$ cat src/design/afv_pkg.sv
package afv_pkg;

  // calibration table size, clamped to the 2..16 points the table holds
  localparam int TABLE_POINTS = 9;
  localparam int NPTS = (TABLE_POINTS < 2) ? 2 : ((TABLE_POINTS > 16) ? 16 : TABLE_POINTS);

  localparam int RAW_W  = 12;
  localparam int VEL_W  = 13;
  localparam int SEG_W  = 4;
  localparam int DV_W   = 11;
  localparam int NUM_W  = DV_W + RAW_W;
  localparam int RCP_W  = 25;
  localparam int PROD_W = NUM_W + RCP_W;
  localparam int RECIP_SHIFT = 31;

  // status codes
  localparam logic [2:0] ST_OK       = 3'd0;
  localparam logic [2:0] ST_CHECKSUM = 3'd1;
  localparam logic [2:0] ST_RANGE    = 3'd2;
  localparam logic [2:0] ST_BUS      = 3'd3;
  localparam logic [2:0] ST_MODEL    = 3'd4;

  // calibration points, raw count and mm/s
  localparam logic [RAW_W-1:0] CAL_ADC [16] = '{
    12'd409, 12'd915, 12'd1522, 12'd2066, 12'd2523, 12'd2908, 12'd3256, 12'd3572,
    12'd3686, 12'd3686, 12'd3686, 12'd3686, 12'd3686, 12'd3686, 12'd3686, 12'd3686
  };
  localparam logic [VEL_W-1:0] CAL_VEL [16] = '{
    13'd0, 13'd1070, 13'd2010, 13'd3000, 13'd3970, 13'd4960, 13'd5980, 13'd6990,
    13'd7230, 13'd7230, 13'd7230, 13'd7230, 13'd7230, 13'd7230, 13'd7230, 13'd7230
  };

  // per-segment reciprocal of the raw span, floor(2^31 / span) + 1
  // exact quotient for numerators below 2^20; flat segments carry a dummy
  localparam logic [RCP_W-1:0] RECIP [16] = '{
    RCP_W'((64'd1 << RECIP_SHIFT) / 64'(CAL_ADC[1] - CAL_ADC[0]) + 64'd1),
    RCP_W'((64'd1 << RECIP_SHIFT) / 64'(CAL_ADC[2] - CAL_ADC[1]) + 64'd1),
    RCP_W'((64'd1 << RECIP_SHIFT) / 64'(CAL_ADC[3] - CAL_ADC[2]) + 64'd1),
    RCP_W'((64'd1 << RECIP_SHIFT) / 64'(CAL_ADC[4] - CAL_ADC[3]) + 64'd1),
    RCP_W'((64'd1 << RECIP_SHIFT) / 64'(CAL_ADC[5] - CAL_ADC[4]) + 64'd1),
    RCP_W'((64'd1 << RECIP_SHIFT) / 64'(CAL_ADC[6] - CAL_ADC[5]) + 64'd1),
    RCP_W'((64'd1 << RECIP_SHIFT) / 64'(CAL_ADC[7] - CAL_ADC[6]) + 64'd1),
    RCP_W'((64'd1 << RECIP_SHIFT) / 64'(CAL_ADC[8] - CAL_ADC[7]) + 64'd1),
    25'd1, 25'd1, 25'd1, 25'd1, 25'd1, 25'd1, 25'd1, 25'd1
  };

  // frame check result handed from the front stage to the interpolator
  typedef struct packed {
    logic [2:0]       status;
    logic [RAW_W-1:0] raw;
    logic [SEG_W-1:0] seg;
  } front_t;

endpackage

$ cat src/design/afv_front.sv
module afv_front (
  input  logic             clk,
  input  logic             rst,
  input  logic             sensor_model,
  input  logic             in_valid,
  output logic             in_ready,
  input  logic             bus_ok,
  input  logic [7:0]       checksum_byte,
  input  logic [7:0]       raw_high_byte,
  input  logic [7:0]       raw_low_byte,
  input  logic [7:0]       trailer_byte_a,
  input  logic [7:0]       trailer_byte_b,
  output logic             front_valid,
  input  logic             front_ready,
  output afv_pkg::front_t  front
);
  import afv_pkg::*;

  logic [7:0]       sum;
  logic [RAW_W-1:0] raw;
  logic [SEG_W-1:0] seg;
  logic [2:0]       st;
  logic             en;

  // modulo-256 byte sum and raw count
  assign sum = checksum_byte + raw_high_byte + raw_low_byte + trailer_byte_a + trailer_byte_b;
  assign raw = {raw_high_byte[3:0], raw_low_byte};

  // segment search: largest point below raw, parallel compares
  always_comb begin
    seg = '0;
    for (int i = 0; i < NPTS - 1; i++) begin
      if (raw > CAL_ADC[i]) seg = SEG_W'(i);
    end
  end

  // error priority
  always_comb begin
    if (!bus_ok) begin
      st = ST_BUS;
    end else if (sum != 8'd0) begin
      st = ST_CHECKSUM;
    end else if (sensor_model) begin
      st = ST_MODEL;
    end else if (raw < CAL_ADC[0] || raw > CAL_ADC[NPTS-1]) begin
      st = ST_RANGE;
    end else begin
      st = ST_OK;
    end
  end

  assign en       = !front_valid || front_ready;
  assign in_ready = en;

  // stage register
  always_ff @(posedge clk) begin
    if (rst) begin
      front_valid <= 1'b0;
    end else if (en) begin
      front_valid <= in_valid;
    end
  end

  always_ff @(posedge clk) begin
    if (en && in_valid) begin
      front.status <= st;
      front.raw    <= raw;
      front.seg    <= seg;
    end
  end

  a_ok_in_range: assert property (@(posedge clk) disable iff (rst)
    front_valid && front.status == ST_OK |->
      front.raw >= CAL_ADC[0] && front.raw <= CAL_ADC[NPTS-1])
    else $error("ok frame with raw count outside table");

  a_seg_bound: assert property (@(posedge clk) disable iff (rst)
    front_valid && front.status == ST_OK |->
      front.seg <= SEG_W'(NPTS - 2) && front.raw >= CAL_ADC[front.seg])
    else $error("segment index does not bracket raw count");

endmodule

$ cat src/design/afv_interp.sv
module afv_interp (
  input  logic                      clk,
  input  logic                      rst,
  input  logic                      front_valid,
  output logic                      front_ready,
  input  afv_pkg::front_t           front,
  output logic                      out_valid,
  input  logic                      out_ready,
  output logic [afv_pkg::VEL_W-1:0] velocity_mm_s,
  output logic [2:0]                status
);
  import afv_pkg::*;

  logic [SEG_W-1:0]  seg_hi;
  logic [RAW_W-1:0]  lo_a, hi_a;
  logic [VEL_W-1:0]  lo_v, hi_v;
  logic              ok, live;

  logic              v2, v3, v4;
  logic              en2, en3, en4, en5;

  logic [DV_W-1:0]   s2_dv;
  logic [RAW_W-1:0]  s2_dr;
  logic [VEL_W-1:0]  s2_lo_v;
  logic [RCP_W-1:0]  s2_recip;
  logic [2:0]        s2_status;

  logic [NUM_W-1:0]  s3_num;
  logic [VEL_W-1:0]  s3_lo_v;
  logic [RCP_W-1:0]  s3_recip;
  logic [2:0]        s3_status;

  logic [PROD_W-1:0] s4_prod;
  logic [VEL_W-1:0]  s4_lo_v;
  logic [2:0]        s4_status;

  // stage enables, a stage loads when empty or when its successor moves
  assign en5 = !out_valid || out_ready;
  assign en4 = !v4 || en5;
  assign en3 = !v3 || en4;
  assign en2 = !v2 || en3;
  assign front_ready = en2;

  // segment endpoints from the calibration table
  assign seg_hi = front.seg + SEG_W'(1);
  assign lo_a   = CAL_ADC[front.seg];
  assign hi_a   = CAL_ADC[seg_hi];
  assign lo_v   = CAL_VEL[front.seg];
  assign hi_v   = CAL_VEL[seg_hi];
  assign ok     = front.status == ST_OK;
  // flat or inverted segment contributes the lower point only
  assign live   = ok && hi_a > lo_a && front.raw >= lo_a && hi_v >= lo_v;

  // valid bits
  always_ff @(posedge clk) begin
    if (rst) begin
      v2        <= 1'b0;
      v3        <= 1'b0;
      v4        <= 1'b0;
      out_valid <= 1'b0;
    end else begin
      if (en2) v2 <= front_valid;
      if (en3) v3 <= v2;
      if (en4) v4 <= v3;
      if (en5) out_valid <= v4;
    end
  end

  // stage 2: spans and reciprocal, errors zero the velocity terms
  always_ff @(posedge clk) begin
    if (en2 && front_valid) begin
      s2_dv     <= live ? DV_W'(hi_v - lo_v) : '0;
      s2_dr     <= front.raw - lo_a;
      s2_lo_v   <= ok ? lo_v : '0;
      s2_recip  <= RECIP[front.seg];
      s2_status <= front.status;
    end
  end

  // stage 3: numerator, velocity span times raw offset
  always_ff @(posedge clk) begin
    if (en3 && v2) begin
      s3_num    <= NUM_W'(s2_dv) * NUM_W'(s2_dr);
      s3_lo_v   <= s2_lo_v;
      s3_recip  <= s2_recip;
      s3_status <= s2_status;
    end
  end

  // stage 4: divide by the raw span through its reciprocal
  always_ff @(posedge clk) begin
    if (en4 && v3) begin
      s4_prod   <= PROD_W'(s3_num) * PROD_W'(s3_recip);
      s4_lo_v   <= s3_lo_v;
      s4_status <= s3_status;
    end
  end

  // stage 5: output register
  always_ff @(posedge clk) begin
    if (en5 && v4) begin
      velocity_mm_s <= s4_lo_v + VEL_W'(s4_prod[RECIP_SHIFT +: DV_W]);
      status        <= s4_status;
    end
  end

  a_err_zero: assert property (@(posedge clk) disable iff (rst)
    out_valid && status != ST_OK |-> velocity_mm_s == '0)
    else $error("error transaction with nonzero velocity");

  a_vel_max: assert property (@(posedge clk) disable iff (rst)
    out_valid |-> velocity_mm_s <= CAL_VEL[NPTS-1])
    else $error("velocity above table maximum");

  a_err_dv: assert property (@(posedge clk) disable iff (rst)
    en3 && v2 && s2_status != ST_OK |=> s3_num == '0 && s3_lo_v == '0)
    else $error("error transaction carried velocity terms");

endmodule

$ cat src/design/airflow_frame_to_velocity.sv
// channel  | handshake               | payload
// ---------+-------------------------+---------------------------------------------
// cfg      | cfg_we                  | cfg_data (sensor_model)
// in       | in_valid / in_ready     | bus_ok, checksum_byte, raw_high_byte,
//          |                         | raw_low_byte, trailer_byte_a, trailer_byte_b
// out      | out_valid / out_ready   | velocity_mm_s, status
//
// one transaction per cycle sustained while out_ready is high; input accept
// to output valid passes through five register stages (frame check, table
// lookup, two multiplies, output register)
// rst clears all valid bits and sets sensor_model to 0
// a stall at out_ready holds every stage; empty stages still fill, so up to
// five transactions sit in flight

module airflow_frame_to_velocity (
  input  logic                      clk,
  input  logic                      rst,
  input  logic                      cfg_we,
  input  logic                      cfg_data,
  input  logic                      in_valid,
  output logic                      in_ready,
  input  logic                      bus_ok,
  input  logic [7:0]                checksum_byte,
  input  logic [7:0]                raw_high_byte,
  input  logic [7:0]                raw_low_byte,
  input  logic [7:0]                trailer_byte_a,
  input  logic [7:0]                trailer_byte_b,
  output logic                      out_valid,
  input  logic                      out_ready,
  output logic [afv_pkg::VEL_W-1:0] velocity_mm_s,
  output logic [2:0]                status
);
  import afv_pkg::*;

  logic   sensor_model;
  logic   front_valid;
  logic   front_ready;
  front_t front;

  // configuration register
  always_ff @(posedge clk) begin
    if (rst) begin
      sensor_model <= 1'b0;
    end else if (cfg_we) begin
      sensor_model <= cfg_data;
    end
  end

  // frame check and segment search
  afv_front u_front (
    .clk            (clk),
    .rst            (rst),
    .sensor_model   (sensor_model),
    .in_valid       (in_valid),
    .in_ready       (in_ready),
    .bus_ok         (bus_ok),
    .checksum_byte  (checksum_byte),
    .raw_high_byte  (raw_high_byte),
    .raw_low_byte   (raw_low_byte),
    .trailer_byte_a (trailer_byte_a),
    .trailer_byte_b (trailer_byte_b),
    .front_valid    (front_valid),
    .front_ready    (front_ready),
    .front          (front)
  );

  // interpolation pipeline
  afv_interp u_interp (
    .clk           (clk),
    .rst           (rst),
    .front_valid   (front_valid),
    .front_ready   (front_ready),
    .front         (front),
    .out_valid     (out_valid),
    .out_ready     (out_ready),
    .velocity_mm_s (velocity_mm_s),
    .status        (status)
  );

endmodule
$ cat config.mk
export PLATFORM = sky130hd
export DESIGN_NAME = airflow_frame_to_velocity
export DESIGN_NICKNAME = d
export VERILOG_FILES = /design/src/design/afv_pkg.sv /design/src/design/afv_front.sv /design/src/design/afv_interp.sv /design/src/design/airflow_frame_to_velocity.sv
export SDC_FILE = /design/constraint.sdc
export NUM_CORES = 2
export LEC_CHECK = 0
export ABC_AREA = 1
export BUFFER_PORTS_ARGS = -buffer_cell sky130_fd_sc_hd__clkbuf_2
export CAP_MARGIN = 30
export CORE_AREA = 2 2 192 270
export DETAILED_ROUTE_END_ITERATION = 10
export DIE_AREA = 0 0 194 272
export GPL_ROUTABILITY_DRIVEN = 0
export PLACE_DENSITY = 0.74
export SKIP_LAST_GASP = 1
export SLEW_MARGIN = 10
export SYNTH_ARGS = -nofsm -noshare
export SYNTH_HDL_FRONTEND = slang
export SYNTH_SLANG_ARGS = --single-unit
$ cat constraint.sdc
create_clock -name clk -period 7.86 [get_ports clk]
set_input_delay 1.572 -clock clk [delete_from_list [all_inputs] [get_ports clk]]
set_output_delay 1.572 -clock clk [all_outputs]
set_load 0.01 [all_outputs]
==> metrics.cfg <==
[clock_tree]
numCtsBuffers = 17
postCtsSetupRepairBufs = 0
clk_pin_slew_ps = 70
cts_sinks = 182
ctsLongestPathBuffers = 2
h-tree-depth = 4
cts_resized = 0
clk_latency_ps = 470
cts_root_buf = clkbuf_16
postCtsHoldBufs = 0
cts_tree = yes

[worst_setup_path]
startpoint_type = flip-flop
r2r_cells = 21
crit_type = reg2reg
startpoint = u_interp.s3_recip[15]
cp_data_arrival_time_ps = 7150
cp.required_ps = 8090
rrSetupSlack_ps = 930
rr_startpoint = u_interp.s3_recip[15]
crit_path_end = u_interp.s4_prod[38]
cp-end-kind = flip-flop
r2r-end = u_interp.s4_prod[38]
critPathMaxFanout = 22

[logic_synthesis]
async_flop_share_pct = 0
synth_cell_type_count = 45
yosysSeqAreaShare_pct = 18.0
netlist.area_leader.share_pct = 35.3
synthFlopType = edfxtp_1
synth.cell_area_um2 = 30000
ys_warn_count = 0
netlist_instances = 3536
synth_edf_count = 176
avgSynthCellArea_um2 = 8.48
synth_top_area_cell = fa_1
ys_seq_elements = 182
synthTopCellsByArea = fa_1 (35%), edfxtp_1 (18%), inv_1 (13%)
syn_nets = 4386

[floorplan]
dieArea_um2 = 52800
dieWidth_um = 194
num_rows = 98
io_pins = 65
die_h_um = 272
core_um2 = 50500
initial_core_util_pct = 59.4

[sta]
period_minus_slack_ps = 6930
max_freq_mhz = 144
finalMaxSlewViolations = 0
finalHoldViolCount = 0
fin_setup_tns_ps = 0
final.period_utilization_pct = 88.1
setup_viol = 0
maxSlewHeadroom_pct = 27.0
worst_slew_pin_slew_ps = 1100
rsz0062_at_grt = no
clock-skew-final_ps = 17.3

[detailed_routing]
drtPass1Iterations = 6
vias_per_cell = 5.39
drcViolationCount = 0
first_iter_violations = 1783
avgRoutedWirePerCell_um = 18.4
ant_nets = 0
vias = 22700
wl_mm = 77.4

[hold_path]
hold_start = u_interp.s3_status[2]
hp-class = reg2reg

[global_routing]
antenna_found_initial = 1
grt_first_pass_wirelength_mm = 125
grt_max_degree = 60
grt_pass1_vias = 24300
grt.total_usage_pct = 30.8
grt_remaining_overflow = 0

[placed_design]
port_buffers = 64
place_hpwl_mm = 64.4

[outcome]
status = completed

[final_layout]
drive_above_1_share_pct = 4.80
layout.nets = 4402
antennaDiodeCount = 0
area_growth_syn_to_layout_pct = 6.16

[job]
maxCapViolCount = 0

==> cell type report <==
type                    instances  area, um2
clock buffers                  18        429
clock inverters                14        174
fillers                      4285      18700
inverters                    1007       3780
multi-input cells            2230      20400
flip-flops and latches        182       5410
well taps                     650        813
repair buffers                114        868
==> state kept, by name, summed over array words and instances (netlist names), 9 cells and up <==
name	cells
u_interp.s2_dv	9
u_interp.s2_recip	23
u_interp.s2_dr	12
u_interp.s2_lo_v	11
u_interp.s3_num	22
u_interp.s3_recip	23
u_interp.velocity_mm_s	13
u_interp.s3_lo_v	11
u_front.front	18
u_interp.s4_prod	11
u_interp.s4_lo_v	11
==> per-stage QoR <==
stage | std cells | cell area (um2) | hold WS [ps] | utilization [%] | setup slack (ps)
2_1_floorplan | 3536 | 30000 | 400 | - | 1860
3_3_place_gp | 4170 | 31000 | 401 | 61.3 | 849
3_5_place_dp | 4178 | 31100 | 405 | 61.6 | 1040
4_1_cts | 4210 | 31700 | 420 | 62.8 | 1040
5_1_grt | 4215 | 31800 | 424 | 63.0 | 733
6_report | 4215 | 31800 | 421 | 63.0 | 931
==> synthesized netlist by cell type, types with 5 or more instances <==
cell,count
a31oi_1,5
nand4_1,23
nor4_1,6
xor2_1,43
a21oi_1,101
dfxtp_1,6
o211ai_1,5
a21o_1,10
inv_1,1004
xnor2_1,21
o21ai_0,58
ha_1,274
o21bai_1,8
fa_1,529
nor2_2,9
edfxtp_1,176
nor2_1,135
nor3_1,18
clkbuf_1,111
nand3_1,61
nand2_1,887
==> placed cells by master (no fill, tap or decap), drive strengths merged, types with 8 or more instances in the layout <==
cell type	instances
fa	529
nor3	18
nand4	23
inv	1013
nand2	892
a21o	10
ha	274
xnor2	21
buf	50
o21bai	8
clkbuf	82
nor2	145
a21oi	101
edfxtp	176
nand3	62
xor2	44
o21ai	58
==> cells by family after synthesis <==
| group | Yosys count | synth area share [%] |
|---|---|---|
| flops | 182 | 18.0 |
| fa+ha+maj | 803 | 46.7 |
| compound gates | 204 | 3.80 |
| buf+inv | 1124 | 14.1 |
| simple gates | 1158 | 15.4 |
| xor+xnor | 65 | 1.92 |
==> layer usage <==
layer  track usage, %  wire length, um
met4             21.9             6490
met1             33.1            25900
met3             3.69             4580
met2             56.1            40400
met5                0               11
==> worst max-delay path, cell delays in order, from the launching register on <==
cell      delay, ps
edfxtp_1       1030
nand2_1         280
fa_1            560
fa_1            540
inv_1            50
fa_1            490
inv_1            50
fa_1            540
inv_1            50
fa_1            470
fa_1            500
inv_1            50
fa_1            470
inv_1            70
ha_1            310
nand2_1          90
nor2_1          240
nand2_1         130
nor4_1          400
nand3b_1        160
nand4_1         120
nand2_1          50
==> worst min-delay path by stage <==
| stage | cells past startpoint | slack [ps] | to |
|---|---|---|---|
| after global routing | 0 | 420 | u_interp.status[1] |
| after floorplan | 0 | 400 | u_interp.s3_lo_v[10] |
| final | 0 | 420 | u_interp.s4_status[2] |
| after global placement | 0 | 400 | u_interp.s3_recip[2] |
| after detailed placement | 0 | 400 | u_interp.s3_lo_v[11] |
| after CTS | 0 | 420 | u_interp.s3_lo_v[10] |
Power is not shown: default switching activity piles up to over one toggle a cycle in this logic, so the estimate is an artifact.
